`src/rtl/ssm_pkg.sv`:
```
// ----------------------------------------------------------------------------
// ssm_pkg: shared types and constants of the skid-steer throttle mixer
// Holds the widths of the shared divide and root units, their status struct,
// the sequencer state type and the register and output-mode codes.
// ----------------------------------------------------------------------------
package ssm_pkg;

  // shared divider: numerator width, divisor width, step counter width
  localparam int unsigned DIV_NW = 44;
  localparam int unsigned DIV_DW = 30;
  localparam int unsigned DIV_CW = $clog2(DIV_NW + 1);

  // shared square root: radicand width (even), root width, counter width
  localparam int unsigned SQ_W  = 54;
  localparam int unsigned SQ_RW = SQ_W / 2;
  localparam int unsigned SQ_CW = $clog2(SQ_RW + 1);

  // configuration register indexes
  localparam logic [2:0] CFG_CEILING = 3'd0;
  localparam logic [2:0] CFG_FLOOR   = 3'd1;
  localparam logic [2:0] CFG_SLEW    = 3'd2;
  localparam logic [2:0] CFG_EXPO    = 3'd3;
  localparam logic [2:0] CFG_DZPWM   = 3'd4;
  localparam logic [2:0] CFG_RELAY   = 3'd5;
  localparam logic [2:0] CFG_REVERSE = 3'd6;

  // output modes
  localparam logic [1:0] MODE_DRIVE = 2'd0;
  localparam logic [1:0] MODE_TRIM  = 2'd1;
  localparam logic [1:0] MODE_ZERO  = 2'd2;

  typedef struct packed {
    logic busy;
    logic done;
  } ssm_unit_st_t;

  typedef enum logic [3:0] {
    ST_IDLE,
    ST_SLEW,
    ST_CALC,
    ST_MIXL,
    ST_MIXR,
    ST_FLR,
    ST_EXP1,
    ST_EXP2,
    ST_SQRT,
    ST_EXPD,
    ST_REL,
    ST_DONE
  } ssm_state_e;

endpackage

```
`src/rtl/ssm_div.sv`:
```
// ----------------------------------------------------------------------------
// ssm_div: iterative unsigned divider
// Restoring division, one quotient bit per cycle; done pulses for one cycle.
// ----------------------------------------------------------------------------
module ssm_div (
  input  logic                        clk_i,
  input  logic                        rst_ni,
  input  logic                        start_i,
  input  logic [ssm_pkg::DIV_NW-1:0]  num_i,
  input  logic [ssm_pkg::DIV_DW-1:0]  den_i,
  output logic [ssm_pkg::DIV_NW-1:0]  quo_o,
  output ssm_pkg::ssm_unit_st_t       st_o
);
  import ssm_pkg::*;

  logic              busy_q, busy_d, done_q, done_d;
  logic [DIV_CW-1:0] cnt_q, cnt_d;
  logic [DIV_DW-1:0] rem_q, rem_d, den_q, den_d;
  logic [DIV_NW-1:0] quo_q, quo_d;
  logic [DIV_DW:0]   rem_sh, diff;
  logic              ge;

  assign rem_sh = {rem_q, quo_q[DIV_NW-1]};
  assign ge     = rem_sh >= {1'b0, den_q};
  assign diff   = rem_sh - {1'b0, den_q};

  always_comb begin
    busy_d = busy_q;
    done_d = 1'b0;
    cnt_d  = cnt_q;
    rem_d  = rem_q;
    den_d  = den_q;
    quo_d  = quo_q;
    if (start_i) begin
      busy_d = 1'b1;
      cnt_d  = DIV_CW'(DIV_NW);
      rem_d  = '0;
      den_d  = den_i;
      quo_d  = num_i;
    end else if (busy_q) begin
      // shift in the next numerator bit, subtract when it fits
      rem_d = ge ? diff[DIV_DW-1:0] : rem_sh[DIV_DW-1:0];
      quo_d = {quo_q[DIV_NW-2:0], ge};
      cnt_d = cnt_q - DIV_CW'(1);
      if (cnt_q == DIV_CW'(1)) begin
        busy_d = 1'b0;
        done_d = 1'b1;
      end
    end
  end

  always_ff @(posedge clk_i or negedge rst_ni) begin
    if (!rst_ni) begin
      busy_q <= 1'b0;
      done_q <= 1'b0;
      cnt_q  <= '0;
    end else begin
      busy_q <= busy_d;
      done_q <= done_d;
      cnt_q  <= cnt_d;
    end
  end

  always_ff @(posedge clk_i) begin
    rem_q <= rem_d;
    den_q <= den_d;
    quo_q <= quo_d;
  end

  assign quo_o     = quo_q;
  assign st_o.busy = busy_q;
  assign st_o.done = done_q;

endmodule

```
`src/rtl/ssm_sqrt.sv`:
```
// ----------------------------------------------------------------------------
// ssm_sqrt: iterative integer square root
// Digit recurrence, two radicand bits per cycle; gives the floor of the root.
// ----------------------------------------------------------------------------
module ssm_sqrt (
  input  logic                        clk_i,
  input  logic                        rst_ni,
  input  logic                        start_i,
  input  logic [ssm_pkg::SQ_W-1:0]    rad_i,
  output logic [ssm_pkg::SQ_RW-1:0]   root_o,
  output ssm_pkg::ssm_unit_st_t       st_o
);
  import ssm_pkg::*;

  logic             busy_q, busy_d, done_q, done_d;
  logic [SQ_CW-1:0] cnt_q, cnt_d;
  logic [SQ_W-1:0]  rad_q, rad_d;
  logic [SQ_RW:0]   rem_q, rem_d;
  logic [SQ_RW-1:0] root_q, root_d;
  logic [SQ_RW+2:0] rem_sh, trial, rem_sub;
  logic             ge;

  assign rem_sh  = {rem_q, rad_q[SQ_W-1:SQ_W-2]};
  assign trial   = {1'b0, root_q, 2'b01};
  assign ge      = rem_sh >= trial;
  assign rem_sub = rem_sh - trial;

  always_comb begin
    busy_d = busy_q;
    done_d = 1'b0;
    cnt_d  = cnt_q;
    rad_d  = rad_q;
    rem_d  = rem_q;
    root_d = root_q;
    if (start_i) begin
      busy_d = 1'b1;
      cnt_d  = SQ_CW'(SQ_RW);
      rad_d  = rad_i;
      rem_d  = '0;
      root_d = '0;
    end else if (busy_q) begin
      rad_d  = {rad_q[SQ_W-3:0], 2'b00};
      rem_d  = ge ? rem_sub[SQ_RW:0] : rem_sh[SQ_RW:0];
      root_d = {root_q[SQ_RW-2:0], ge};
      cnt_d  = cnt_q - SQ_CW'(1);
      if (cnt_q == SQ_CW'(1)) begin
        busy_d = 1'b0;
        done_d = 1'b1;
      end
    end
  end

  always_ff @(posedge clk_i or negedge rst_ni) begin
    if (!rst_ni) begin
      busy_q <= 1'b0;
      done_q <= 1'b0;
      cnt_q  <= '0;
    end else begin
      busy_q <= busy_d;
      done_q <= done_d;
      cnt_q  <= cnt_d;
    end
  end

  always_ff @(posedge clk_i) begin
    rad_q  <= rad_d;
    rem_q  <= rem_d;
    root_q <= root_d;
  end

  assign root_o    = root_q;
  assign st_o.busy = busy_q;
  assign st_o.done = done_q;

endmodule

```
`src/rtl/skid_steer_throttle_mixer.sv`:
```
// ----------------------------------------------------------------------------
// skid_steer_throttle_mixer: throttle and steering mixer for skid steering
// Slew-limited throttle, normalized mix to left and right drive, minimum
// throttle offset, square-root thrust curve and direction relays.
// ----------------------------------------------------------------------------
// One input transaction per control tick gives one result transaction. The
// block works on one tick at a time under a small sequencer that reuses one
// 44-step divider and one 27-step square root unit, so in_ready_o is low
// while a tick is in work. The slew step runs only when slew limiting is
// on, and the curve steps only when the thrust curve is on. A drive value
// of zero skips its floor and curve steps. A disarmed tick skips the mix.
// The result sits in an output register, so the next tick is taken while
// it waits.
// Configuration writes are always accepted (cfg_ready_o is tied high).
module skid_steer_throttle_mixer (
  input  logic               clk_i,
  input  logic               rst_ni,
  input  logic               cfg_valid_i,
  output logic               cfg_ready_o,
  input  logic [2:0]         cfg_addr_i,
  input  logic [10:0]        cfg_data_i,
  input  logic               in_valid_i,
  output logic               in_ready_o,
  input  logic               armed_i,
  input  logic signed [14:0] throttle_request_i,
  input  logic signed [15:0] steering_request_i,
  input  logic [15:0]        dt_us_i,
  output logic               out_valid_o,
  input  logic               out_ready_i,
  output logic signed [14:0] left_drive_o,
  output logic signed [14:0] right_drive_o,
  output logic               relay_left_o,
  output logic               relay_right_o,
  output logic [1:0]         output_mode_o,
  output logic               steer_left_limit_o,
  output logic               steer_right_limit_o,
  output logic               throttle_lower_limit_o,
  output logic               throttle_upper_limit_o
);
  import ssm_pkg::*;

  // configuration registers
  logic [6:0]         ceil_reg_q;
  logic [4:0]         floor_reg_q;
  logic [9:0]         slew_q;
  logic signed [10:0] expo_q;
  logic               dzpwm_q, relay_q;
  logic [1:0]         rmask_q;

  // sequencer and working registers
  ssm_state_e         state_q, state_d;
  logic               issued_q, issued_d;
  logic               k_q, k_d;
  logic               armed_q, armed_d;
  logic signed [14:0] treq_q, treq_d;
  logic signed [15:0] sreq_q, sreq_d;
  logic [15:0]        dt_q, dt_d;
  logic signed [14:0] last_q, last_d;
  logic [12:0]        step_q, step_d;
  logic signed [14:0] thr_q, thr_d;
  logic [3:0]         lim_q, lim_d;   // steer left, steer right, thr lower, thr upper
  logic signed [14:0] drv_q [2];
  logic signed [14:0] drv_d [2];
  logic [1:0]         rel_q, rel_d;
  logic signed [14:0] xs_q, xs_d;
  logic               neg_q, neg_d;
  logic [13:0]        mag_q, mag_d;
  logic [10:0]        u_q, u_d;
  logic [21:0]        sq_q, sq_d;
  logic signed [25:0] em_q, em_d;
  logic [28:0]        n_q, n_d;

  // output register
  logic               ov_q, ov_d;
  logic signed [14:0] ol_q, ol_d, or_q, or_d;
  logic               orl_q, orl_d, orr_q, orr_d;
  logic [1:0]         om_q, om_d;
  logic [3:0]         olim_q, olim_d;

  // shared units
  logic               div_start, sq_start;
  logic [DIV_NW-1:0]  div_num, div_quo;
  logic [DIV_DW-1:0]  div_den;
  logic [SQ_RW-1:0]   sq_root;
  ssm_unit_st_t       div_st, sq_st;

  ssm_div u_div (
    .clk_i   (clk_i),
    .rst_ni  (rst_ni),
    .start_i (div_start),
    .num_i   (div_num),
    .den_i   (div_den),
    .quo_o   (div_quo),
    .st_o    (div_st)
  );

  ssm_sqrt u_sqrt (
    .clk_i   (clk_i),
    .rst_ni  (rst_ni),
    .start_i (sq_start),
    .rad_i   ({1'b0, n_q, 24'd0}),
    .root_o  (sq_root),
    .st_o    (sq_st)
  );

  // configuration writes; unlisted indexes drop
  assign cfg_ready_o = 1'b1;

  always_ff @(posedge clk_i or negedge rst_ni) begin
    if (!rst_ni) begin
      ceil_reg_q  <= 7'd100;
      floor_reg_q <= 5'd0;
      slew_q      <= 10'd100;
      expo_q      <= 11'sd0;
      dzpwm_q     <= 1'b0;
      relay_q     <= 1'b0;
      rmask_q     <= 2'd0;
    end else if (cfg_valid_i) begin
      case (cfg_addr_i)
        CFG_CEILING: ceil_reg_q  <= cfg_data_i[6:0];
        CFG_FLOOR:   floor_reg_q <= cfg_data_i[4:0];
        CFG_SLEW:    slew_q      <= cfg_data_i[9:0];
        CFG_EXPO:    expo_q      <= $signed(cfg_data_i);
        CFG_DZPWM:   dzpwm_q     <= cfg_data_i[0];
        CFG_RELAY:   relay_q     <= cfg_data_i[0];
        CFG_REVERSE: rmask_q     <= cfg_data_i[1:0];
        default: ;
      endcase
    end
  end

  // constrained limits
  logic [6:0]         ceil_pct;
  logic [13:0]        ceil_v;
  logic [4:0]         fl;
  logic               expo_on;

  assign ceil_pct = (ceil_reg_q < 7'd30) ? 7'd30 :
                    (ceil_reg_q > 7'd100) ? 7'd100 : ceil_reg_q;
  assign ceil_v   = 14'(ceil_pct) * 14'd100;
  assign fl       = (floor_reg_q > 5'd20) ? 5'd20 : floor_reg_q;
  assign expo_on  = (expo_q != 11'sd0) && (expo_q >= -11'sd1000) && (expo_q <= 11'sd1000);

  // throttle clamp and slew window
  logic signed [16:0] treq_s, ceil_s, thr_c, last_s, step_s, win_lo, win_hi, thr_sl;

  assign treq_s = 17'(treq_q);
  assign ceil_s = $signed({3'b000, ceil_v});
  assign thr_c  = !armed_q ? 17'sd0 :
                  (treq_s > ceil_s) ? ceil_s :
                  (treq_s < -ceil_s) ? -ceil_s : treq_s;
  assign last_s = 17'(last_q);
  assign step_s = $signed({4'b0000, step_q});
  assign win_lo = last_s - step_s;
  assign win_hi = last_s + step_s;
  assign thr_sl = (slew_q == 10'd0) ? thr_c :
                  (thr_c < win_lo) ? win_lo :
                  (thr_c > win_hi) ? win_hi : thr_c;

  // mixer operands: left uses thr + steer, right thr - steer
  logic signed [15:0] sc;
  logic signed [19:0] mix_a, mix_b, mix_abs_a, mix_abs_b, mix_sum, mix_mag;
  logic [19:0]        mix_d;
  logic [17:0]        mix_den;

  assign sc        = (sreq_q > 16'sd4500) ? 16'sd4500 :
                     (sreq_q < -16'sd4500) ? -16'sd4500 : sreq_q;
  assign mix_a     = 20'(sc) * 20'sd20;
  assign mix_b     = 20'(thr_q) * 20'sd9;
  assign mix_abs_a = (mix_a < 20'sd0) ? -mix_a : mix_a;
  assign mix_abs_b = (mix_b < 20'sd0) ? -mix_b : mix_b;
  assign mix_d     = $unsigned(mix_abs_a + mix_abs_b);
  assign mix_den   = (mix_d > 20'd90000) ? mix_d[17:0] : 18'd90000;
  assign mix_sum   = (state_q == ST_MIXL) ? (mix_b + mix_a) : (mix_b - mix_a);
  assign mix_mag   = (mix_sum < 20'sd0) ? -mix_sum : mix_sum;

  // floor offset operands
  logic signed [14:0] xk, axk_s, xs_abs;
  logic [14:0]        fl_mag;

  assign xk     = drv_q[k_q];
  assign axk_s  = (xk < 15'sd0) ? -xk : xk;
  assign fl_mag = 15'(fl) * 15'd100 + 15'(div_quo[13:0]);
  assign xs_abs = (xs_q < 15'sd0) ? -xs_q : xs_q;

  // thrust curve operands
  logic [13:0]        mag_v, y_v;
  logic signed [11:0] u_s;
  logic signed [30:0] n_s;
  logic [27:0]        den_e;

  assign mag_v = (xs_abs > 15'sd10000) ? 14'd10000 : xs_abs[13:0];
  assign u_s   = 12'sd1000 - 12'(expo_q);
  assign n_s   = $signed(31'(sq_q)) * 31'sd100 + 31'(em_q) * 31'sd40;
  assign den_e = 28'(sq_root) + ((28'(u_q) * 28'd10) << 12);
  assign y_v   = (div_quo > DIV_NW'(10000)) ? 14'd10000 : div_quo[13:0];

  // relay split
  logic               rev_k, rel_k;
  logic signed [14:0] rel_x;

  assign rev_k = rmask_q[k_q];
  assign rel_k = relay_q && (xs_q != 15'sd0) && ((xs_q < 15'sd0) != rev_k);
  assign rel_x = !relay_q ? xs_q : (rev_k ? -xs_abs : xs_abs);

  // sequencer
  always_comb begin
    state_d   = state_q;
    issued_d  = issued_q;
    k_d       = k_q;
    armed_d   = armed_q;
    treq_d    = treq_q;
    sreq_d    = sreq_q;
    dt_d      = dt_q;
    last_d    = last_q;
    step_d    = step_q;
    thr_d     = thr_q;
    lim_d     = lim_q;
    drv_d[0]  = drv_q[0];
    drv_d[1]  = drv_q[1];
    rel_d     = rel_q;
    xs_d      = xs_q;
    neg_d     = neg_q;
    mag_d     = mag_q;
    u_d       = u_q;
    sq_d      = sq_q;
    em_d      = em_q;
    n_d       = n_q;
    ov_d      = ov_q && !out_ready_i;
    ol_d      = ol_q;
    or_d      = or_q;
    orl_d     = orl_q;
    orr_d     = orr_q;
    om_d      = om_q;
    olim_d    = olim_q;
    div_start = 1'b0;
    div_num   = '0;
    div_den   = DIV_DW'(1);
    sq_start  = 1'b0;
    in_ready_o = 1'b0;

    case (state_q)
      ST_IDLE: begin
        in_ready_o = 1'b1;
        if (in_valid_i) begin
          armed_d  = armed_i;
          treq_d   = throttle_request_i;
          sreq_d   = steering_request_i;
          dt_d     = dt_us_i;
          issued_d = 1'b0;
          state_d  = (slew_q != 10'd0) ? ST_SLEW : ST_CALC;
        end
      end
      ST_SLEW: begin
        // step = max(1 %, slew * dt / 10000)
        div_num = DIV_NW'(slew_q) * DIV_NW'(dt_q);
        div_den = DIV_DW'(10000);
        if (!issued_q) begin
          div_start = 1'b1;
          issued_d  = 1'b1;
        end else if (div_st.done) begin
          issued_d = 1'b0;
          step_d   = (div_quo < DIV_NW'(100)) ? 13'd100 : div_quo[12:0];
          state_d  = ST_CALC;
        end
      end
      ST_CALC: begin
        thr_d    = thr_sl[14:0];
        last_d   = thr_sl[14:0];
        lim_d[0] = !armed_q || (sreq_q <= -16'sd4500);
        lim_d[1] = !armed_q || (sreq_q >= 16'sd4500);
        lim_d[2] = !armed_q || (thr_sl <= -ceil_s);
        lim_d[3] = !armed_q || (thr_sl >= ceil_s);
        if (!armed_q) begin
          drv_d[0] = 15'sd0;
          drv_d[1] = 15'sd0;
          rel_d    = 2'b00;
          state_d  = ST_DONE;
        end else begin
          state_d = ST_MIXL;
        end
      end
      ST_MIXL, ST_MIXR: begin
        // rounded 10000 * sum / den, half away from zero
        div_num = DIV_NW'(mix_mag[18:0]) * DIV_NW'(20000) + DIV_NW'(mix_den);
        div_den = DIV_DW'({mix_den, 1'b0});
        if (!issued_q) begin
          div_start = 1'b1;
          issued_d  = 1'b1;
        end else if (div_st.done) begin
          issued_d = 1'b0;
          if (state_q == ST_MIXL) begin
            drv_d[0] = (mix_sum < 20'sd0) ? -$signed(div_quo[14:0]) : $signed(div_quo[14:0]);
            state_d  = ST_MIXR;
          end else begin
            drv_d[1] = (mix_sum < 20'sd0) ? -$signed(div_quo[14:0]) : $signed(div_quo[14:0]);
            k_d      = 1'b0;
            state_d  = ST_FLR;
          end
        end
      end
      ST_FLR: begin
        // x' = sign * (100*floor + round(|x| * (100 - floor) / 100))
        div_num = DIV_NW'(axk_s[13:0]) * DIV_NW'(7'd100 - 7'(fl)) * DIV_NW'(2) +
                  DIV_NW'(100);
        div_den = DIV_DW'(200);
        if (xk == 15'sd0) begin
          xs_d    = 15'sd0;
          state_d = ST_REL;
        end else if (!issued_q) begin
          div_start = 1'b1;
          issued_d  = 1'b1;
        end else if (div_st.done) begin
          issued_d = 1'b0;
          neg_d    = xk < 15'sd0;
          xs_d     = (xk < 15'sd0) ? -$signed(fl_mag) : $signed(fl_mag);
          state_d  = expo_on ? ST_EXP1 : ST_REL;
        end
      end
      ST_EXP1: begin
        mag_d   = mag_v;
        u_d     = u_s[10:0];
        sq_d    = 22'(u_s[10:0]) * 22'(u_s[10:0]);
        em_d    = 26'(expo_q) * $signed(26'({1'b0, mag_v}));
        state_d = ST_EXP2;
      end
      ST_EXP2: begin
        n_d     = n_s[28:0];
        state_d = ST_SQRT;
      end
      ST_SQRT: begin
        if (!issued_q) begin
          sq_start = 1'b1;
          issued_d = 1'b1;
        end else if (sq_st.done) begin
          issued_d = 1'b0;
          state_d  = ST_EXPD;
        end
      end
      ST_EXPD: begin
        // |y| = round(20000 * mag * 2^12 / (root + c * 2^12))
        div_num = ((DIV_NW'(mag_q) * DIV_NW'(20000)) << 13) + DIV_NW'(den_e);
        div_den = DIV_DW'({den_e, 1'b0});
        if (!issued_q) begin
          div_start = 1'b1;
          issued_d  = 1'b1;
        end else if (div_st.done) begin
          issued_d = 1'b0;
          xs_d     = neg_q ? -$signed({1'b0, y_v}) : $signed({1'b0, y_v});
          state_d  = ST_REL;
        end
      end
      ST_REL: begin
        drv_d[k_q] = rel_x;
        rel_d[k_q] = rel_k;
        if (k_q) begin
          state_d = ST_DONE;
        end else begin
          k_d     = 1'b1;
          state_d = ST_FLR;
        end
      end
      ST_DONE: begin
        // hold until the output register is free
        if (!ov_q || out_ready_i) begin
          ov_d    = 1'b1;
          ol_d    = drv_q[0];
          or_d    = drv_q[1];
          orl_d   = rel_q[0];
          orr_d   = rel_q[1];
          om_d    = armed_q ? MODE_DRIVE : (dzpwm_q ? MODE_ZERO : MODE_TRIM);
          olim_d  = lim_q;
          state_d = ST_IDLE;
        end
      end
      default: begin
        state_d = ST_IDLE;
      end
    endcase
  end

  always_ff @(posedge clk_i or negedge rst_ni) begin
    if (!rst_ni) begin
      state_q  <= ST_IDLE;
      issued_q <= 1'b0;
      k_q      <= 1'b0;
      last_q   <= 15'sd0;
      ov_q     <= 1'b0;
    end else begin
      state_q  <= state_d;
      issued_q <= issued_d;
      k_q      <= k_d;
      last_q   <= last_d;
      ov_q     <= ov_d;
    end
  end

  always_ff @(posedge clk_i) begin
    armed_q  <= armed_d;
    treq_q   <= treq_d;
    sreq_q   <= sreq_d;
    dt_q     <= dt_d;
    step_q   <= step_d;
    thr_q    <= thr_d;
    lim_q    <= lim_d;
    drv_q[0] <= drv_d[0];
    drv_q[1] <= drv_d[1];
    rel_q    <= rel_d;
    xs_q     <= xs_d;
    neg_q    <= neg_d;
    mag_q    <= mag_d;
    u_q      <= u_d;
    sq_q     <= sq_d;
    em_q     <= em_d;
    n_q      <= n_d;
    ol_q     <= ol_d;
    or_q     <= or_d;
    orl_q    <= orl_d;
    orr_q    <= orr_d;
    om_q     <= om_d;
    olim_q   <= olim_d;
  end

  assign out_valid_o            = ov_q;
  assign left_drive_o           = ol_q;
  assign right_drive_o          = or_q;
  assign relay_left_o           = orl_q;
  assign relay_right_o          = orr_q;
  assign output_mode_o          = om_q;
  assign steer_left_limit_o     = olim_q[0];
  assign steer_right_limit_o    = olim_q[1];
  assign throttle_lower_limit_o = olim_q[2];
  assign throttle_upper_limit_o = olim_q[3];

  // a new transaction is taken only with both shared units at rest
  a_idle_units: assert property (@(posedge clk_i) disable iff (!rst_ni)
    in_ready_o |-> (!div_st.busy && !sq_st.busy))
    else $error("input taken while a shared unit is busy");

  // the kept throttle never leaves full scale
  a_last_range: assert property (@(posedge clk_i) disable iff (!rst_ni)
    (last_q <= 15'sd10000) && (last_q >= -15'sd10000))
    else $error("last throttle out of range");

  // a disarmed result carries no drive and no relay
  a_disarm_zero: assert property (@(posedge clk_i) disable iff (!rst_ni)
    (out_valid_o && (output_mode_o != MODE_DRIVE)) |->
    (left_drive_o == 15'sd0 && right_drive_o == 15'sd0 && !relay_left_o && !relay_right_o))
    else $error("disarmed result with nonzero drive");

endmodule

```
`config.mk`:
```
export PLATFORM = sky130hd
export DESIGN_NAME = skid_steer_throttle_mixer
export DESIGN_NICKNAME = d
export VERILOG_FILES = /design/src/rtl/ssm_pkg.sv /design/src/rtl/ssm_div.sv /design/src/rtl/ssm_sqrt.sv /design/src/rtl/skid_steer_throttle_mixer.sv
export SDC_FILE = /design/constraint.sdc
export NUM_CORES = 2
export LEC_CHECK = 0
export BUFFER_PORTS_ARGS = -buffer_cell sky130_fd_sc_hd__buf_2
export CAP_MARGIN = 20
export CORE_MARGIN = 4
export CORE_UTILIZATION = 55
export CTS_CLUSTER_SIZE = 12
export DETAILED_ROUTE_END_ITERATION = 16
export PLACE_DENSITY = 0.85
export SLEW_MARGIN = 30
export SYNTH_ARGS = -nofsm -noshare
export SYNTH_HDL_FRONTEND = slang
export SYNTH_SLANG_ARGS = --single-unit
```
`constraint.sdc`:
```
create_clock -name clk_i -period 12.8 [get_ports clk_i]
set_input_delay 0 -clock clk_i [delete_from_list [all_inputs] [get_ports clk_i]]
set_output_delay 0 -clock clk_i [all_outputs]
set_load 0.01 [all_outputs]
```
; Word-level counts from Yosys, hierarchy flattened
; Memories as Yosys holds them, arrays and structs flattened.
; Index checks and enable logic that the tools add are counted.
[op_classes]
add_sub_neg = 27
multipliers = 13
div_mod_pow = 0
magnitude_cmp = 30
eq_ne = 35
n_shift = 0
mux = 109
bitwise_logic = 2
n_reduce_logical = 46
[ops]
columns = operator, count
row1 = 15-bit 2-to-1 mux, 14
row2 = 44-bit case mux with 4 select lines, 1
row3 = 30-bit 2-to-1 mux, 4
row4 = 29-bit case mux with 4 select lines, 1
row5 = 53-bit 2-to-1 mux, 2
row6 = 17-bit 2-to-1 mux, 6
row7 = 30-bit case mux with 3 select lines, 1
row8 = 44-bit 2-to-1 mux, 2
row9 = 4-bit 2-to-1 mux, 16
row10 = "20-bit by 1-bit less-than comparator with 1-bit output, second input constant", 3
row11 = 20-bit 2-to-1 mux, 3
row12 = 15-bit negation, 4
row13 = "44-bit by 14-bit > comparator with 1-bit output, second input constant", 1
row14 = "44-bit by 7-bit less-than comparator with 1-bit output, second input constant", 1
row15 = 4-bit case mux with 11 select lines, 1
row16 = 42-bit by 28-bit adder with 43-bit output, 1
row17 = 14-bit 2-to-1 mux, 3
row18 = 20-bit adder, 2
row19 = 20-bit negation, 2
row20 = 34-bit by 18-bit adder with 35-bit output, 1
row21 = 16-bit 2-to-1 mux, 2
row22 = 31-bit by 30-bit >= comparator with 1-bit output, 1
row23 = 1-bit 2-to-1 mux, 31
row24 = 30-bit bitwise mux, 1
row25 = other kinds (102), 158
[word_totals]
reg_bits = 501
latch_bits = 0
mem_bits_rw = 30
rom_bits = 0
input_bits = 67
elab_cells = 309
n_memories = 1
[memory_table]
columns = name, words, width, read_ports, rd_ports_with_merged_regs, wr, line
row1 = drv_q, 2, 15, 3, 0, 2, skid_steer_throttle_mixer.sv:62  ; logic signed [14:0] drv_q [2];

; Longest topological paths before layout
[depth]
depth_word = 15
depth_mapped = 58
depth_no_buf = 54

; Hierarchy
; A second synthesis with hierarchy kept.
[unflattened]
hier_cells = 7424
area_unflattened_um2 = 67121.9
[modules_own_cells]
columns = mod, n_inst, cells_per_inst, area_each_um2
row1 = skid_steer_throttle_mixer, 1, 6208, 54383.4
row2 = ssm_sqrt, 1, 641, 6552.5
row3 = ssm_div, 1, 575, 6185.9

; Least setup slack after synthesis
; Ideal clock, no wire load.
[synth_timing]
kind = register -> register
from = register sreq_q[7]
to = register u_div.quo_q[31], in the netlist u_div.quo_o[31] (data pin)
setup_ps = 256
arrival_time_ps = 12311
required_ps = 12544
path_slack_ps = 233
stages_incl_launch_ff = 52
period_less_slack_ps = 12567
path_cell_list = edfxtp_1 or4_1 a21oi_1 o21bai_1 ha_1 clkbuf_1 inv_1 a21o_1 ha_1 fa_1 or3_1 or4_1 nor3b_2 nand2_1 or4_4 o31ai_1 xnor2_1 ha_1 [... 16 more ...] inv_1 fa_1 inv_1 ha_1 o21ai_0 nor2_1 a21oi_1 ha_1 nand3_1 a221oi_1 nor2_1 a2111oi_1 nor2b_1 nand2_1 nor4_2 a31oi_1 or3_1 o211a_1
[synth_via]
elab_chain_len = 12
elab_cells_between_ends = 21
[synth_rtl]
columns = element, line
row1 = "start, declared", skid_steer_throttle_mixer.sv:56  ; logic signed [15:0] sreq_q, sreq_d;
row2 = "start signal, assigned", skid_steer_throttle_mixer.sv:401  ; sreq_q <= sreq_d;
row3 = 16-bit by 14-bit less-than comparator with 1-bit output, skid_steer_throttle_mixer.sv:167  ; (sreq_q < -16'sd4500) ? -16'sd4500 : sreq_q;
row4 = 16-bit 2-to-1 mux, skid_steer_throttle_mixer.sv:167
row5 = 16-bit 2-to-1 mux (*), skid_steer_throttle_mixer.sv:166  ; assign sc = (sreq_q > 16'sd4500) ? 16'sd4500 :
row6 = 16-bit by 4-bit multiplier with 18-bit output (*), skid_steer_throttle_mixer.sv:168  ; assign mix_a = 20'(sc) * 20'sd20;
row7 = "20-bit subtractor, or another cell as far along", skid_steer_throttle_mixer.sv:174  ; assign mix_sum = (state_q == ST_MIXL) ? (mix_b + mix_a) : (mix_b - mix_a);
row8 = 20-bit 2-to-1 mux (on tied branches), "skid_steer_throttle_mixer.sv:174, skid_steer_throttle_mixer.sv:170"
row9 = "19-bit negation, or another cell as far along", skid_steer_throttle_mixer.sv:175  ; assign mix_mag = (mix_sum < 20'sd0) ? -mix_sum : mix_sum;
row10 = 19-bit 2-to-1 mux or 20-bit by 17-bit > comparator with 1-bit output (tied branches), "skid_steer_throttle_mixer.sv:175, skid_steer_throttle_mixer.sv:173"
row11 = 19-bit by 10-bit multiplier with 29-bit output or 18-bit 2-to-1 mux (tied branches), "skid_steer_throttle_mixer.sv:285, skid_steer_throttle_mixer.sv:173"
row12 = 34-bit by 18-bit adder with 35-bit output (*), skid_steer_throttle_mixer.sv:285  ; div_num = DIV_NW'(mix_mag[18:0]) * DIV_NW'(20000) + DIV_NW'(mix_den);
row13 = 44-bit case mux with 4 select lines (*), skid_steer_throttle_mixer.sv:242  ; case (state_q)
row14 = 44-bit 2-to-1 mux (*), ssm_div.sv:34  ; if (start_i) begin
row15 = net u_div.quo_d[31], ssm_div.sv:19  ; logic [DIV_NW-1:0] quo_q, quo_d;
row16 = "end signal, assigned", ssm_div.sv:67  ; quo_q <= quo_d;
row17 = "end, declared", ssm_div.sv:19
; The timed path passes the listed nets; every way through them passes the cells marked *.
; A chain may end at the register's enable or synchronous reset.

; Worst setup path after layout
[layout_timing]
from = register sreq_q[7]
to = register u_div.quo_q[32], in the netlist u_div.quo_o[32] (data pin)
; Same word-level chain as after synthesis.

==> summary.md <==
| Metric | Value |
|---|---|
| Synth area leaders | `ha_1 17%, edfxtp_1 17%, fa_1 13%` |
| DIE WIDTH | `353.7 µm` |
| Gate Count Post-Synth | `7389` |
| WL/cell | `21.11 µm` |
| Clock Path Buffers | `3` |
| Detailed-route via count | `55882` |
| #FFs+latches synth | `524` |
| Area delta synth->final | `8.791%` |
| Buf/Inv on CP | `4` |
| CTS tree | `done` |
| CP delay by family, top | `adder cells` |
| Max Slew Vio Count | `0` |
| Setup TNS | `0 ns` |
| First-pass detailed-route iteration total | `8` |
| Crit path capture type | `flop` |
| Mapped cell area | `65740 µm²` |
| Netlist cell types | `113` |
| Final Cycle Share | `0.9723` |
| Fmax | `80.35 MHz` |
| Ratio of cells with drive above 1 in the final layout | `0.07302` |
| Mean Syn Cell Area | `8.897 µm²` |
| Clock transition at path regs | `0.06 ns` |
| Die area | `125100 µm²` |
| Req. time, crit path | `13.17 ns` |
| Most used flip-flop cell after synthesis | `edfxtp_1` |
| Most frequent CP cell | `ha_1` |
| Status | `complete, no violations` |
| Critical path class | `flop to flop` |
| Yosys top cell area share | `0.1734` |
| Final nets | `8951` |
| Fillers | `9755` |
| Final antenna-violating net count | `0` |
| Multi-input gate area | `47010 µm²` |
| Design Power | `16.28 mW` |
| Initial antenna violation count | `7` |
| Total Routed Length | `193900 µm` |
| Global route total overflow | `0` |
| Worst-skew pair later-pin latency | `0.72 ns` |
| First-pass GRT wire length | `303000 µm` |
| I/O pin count | `108` |
| Ys async rst share | `0.1412` |
| Min cycle time layout | `12.45 ns` |
| Synth warn | `0` |
| Number of synthesized flops with an enable pin | `364` |
| DRT iter0 DRCs | `5299` |
| Root buf cell | `clkbuf_16` |
| H-tree depth | `2` |
| Drt drc | `0` |
| IO buf count | `106` |
| Crit path DAT | `12.81 ns` |
| Worst slew margin relative to its limit | `0.2654` |
| PD cells | `227.6 nW/µm²` |
| Critical-path maximum fanout | `9` |
| Least-Margin Pin Slew | `1.071 ns` |
| Core Footprint | `118400 µm²` |
| Count of final setup violators | `0` |
| Worst Skew | `0.06856 ns` |
| DP HPWL | `153900 µm` |
| Startpoint types | `flop` |
| Slowest CP cell | `or4_4` |
| Area after DPL | `68300 µm²` |
| Die span in y | `353.7 µm` |
| Hold WC Path Type | `input pin to flop` |
| Largest net degree at the start of global routing | `72` |
| Leak | `33.40 nW` |
| Commonest non-fill, non-tap cells in the layout | `946 x inv_1, 909 x ha_1, 636 x nand2_1, 560 x nor2_1, 438 x fa_1` |
| CP max stage delay | `0.56 ns` |
| Vias per cell | `6.082` |
| Final core occ | `0.6041` |
| Vias in the first global route | `55116` |
| Number of cell rows | `126` |
| Most common library cell in the layout ignoring fill and taps | `inv_1` |
| Worst IR Drop VDD | `0.5702 mV` |
| GRT Util Overall | `0.3016` |
| Reg area | `14520 µm²` |
| Initial core utilization | `0.5553` |
| Final hold violations | `0` |
| Synth area leader | `ha_1` |
| Placer Congestion | `1.033` |
| Post-route cell area | `71520 µm²` |
| Max Cap Violations | `0` |
| TritonCTS Sinks | `524` |
| CTS buffer count | `60` |
| Seq/Total Area, Yosys | `0.2207` |
layout make-up:
type,instances,share of cell area
multi-input combinational,5676,0.6573
clock inverter,29,0.005423
antenna,1,0.00003499
timing repair buffer,321,0.03322
tap,1600,0.02799
sequential,524,0.2029
clock buffer,85,0.02314
inverter,952,0.04996
sequential cells by signal (all words and copies together) (netlist names), 15 cells and up:
signal	count
left_drive_o	15
u_div.quo_o	44
thr_q	15
u_div.den_q	29
drv_q	30
u_sqrt.root_o	27
treq_q	15
sreq_q	16
last_q	15
u_sqrt.rem_q	28
u_sqrt.rad_q	28
n_q	27
sq_q	20
right_drive_o	15
em_q	26
xs_q	15
dt_q	16
u_div.rem_q	30
timing repair:
action | in CTS | in global routing
endpoints found under the setup margin | 1 | 14
buffers inserted | 0 | 11
gates cloned | 0 | 0
pin swaps | 0 | 17
endpoints found under the hold margin | 154 | 0
hold buffers | 86 | 0
resized for setup | 2 | 39
synthesized netlist by cell type (all sizes together) (14+ instances only):
cell type and count:
a31oi 57, nand3b 16, o31ai 34, nand3 106, and2 146, mux2 54
dfrtp 68, xor2 189, o21a 74, nor3 153, nand4 48, clkbuf 202
a211oi 76, o211ai 27, or3 47, nor3b 22, o21ai 324, dfxtp 86
edfxtp 364, ha 911, nor2 576, o221ai 14, or4 16, a221oi 22
a2111oi 16, inv 949, a22oi 16, o22ai 60, o2111ai 14, a21boi 16
nor2b 74, o21bai 39, nor4 35, o41ai 15, and3 75, xnor2 365
buf 38, a21o 137, nand2b 74, or2 43, fa 438, nand2 638
a21oi 398, mux2i 115
logic make-up (layout without fill, tap and decap cells):
logic type               count (synthesis)  after routing  synth area share
XOR/XNOR                               554            554           0.07466
AND/OR/NAND/NOR                       2108           2108            0.1540
flip-flops                             524            524            0.2207
buffers and inverters                 1192           1387           0.06920
adder cells (fa/ha/maj)               1349           1349            0.3068
other                                    2              6         0.0001142
AO/OA/AOI/OAI                         1491           1491            0.1478
multiplexers                           169            169           0.02676
final timing paths:
check	start	end	slack, ns	cells after the start
max	sreq_q[7]	u_div.quo_o[32]	0.35	44
max in group asynchronous	rst_ni	u_sqrt.busy_q	11.57	4
min reg2reg	lim_q[0]	olim_q[0]	0.43	0
min	steering_request_i[8]	sreq_q[8]	0.05	2
max reg2reg	sreq_q[7]	u_div.quo_o[32]	0.35	44
min in group asynchronous	rst_ni	last_q[4]	0.37	4
stage by stage:
stage               hold slack, ns  cells  setup WS [ns]
floorplan                  -0.2956   7392         0.2334
global placement          -0.02842   8976         0.1488
detailed placement        -0.02571   8976       -0.06023
CTS                       0.001518   9176        0.08688
global route               0.02934   9188        -0.1213
finish                     0.04533   9188         0.3549
where the power goes:
part | switching [mW] | total (mW) | internal (mW)
Sequential | 0.0860 | 2.30 | 2.21
Clock | 0.782 | 1.81 | 1.03
Combinational | 7.44 | 12.2 | 4.73
per-layer routing:
metal / track usage / vias to the layer above / part of all wire
li1: - / 25789 / -
met1: 0.3863 / 26869 / 0.39
met2: 0.4692 / 2624 / 0.44
met3: 0.06733 / 592 / 0.099
met4: 0.1774 / 8 / 0.071
met5: 0.002692 / - / 0.00034
Note: power is estimated with default switching activity, not from simulation.
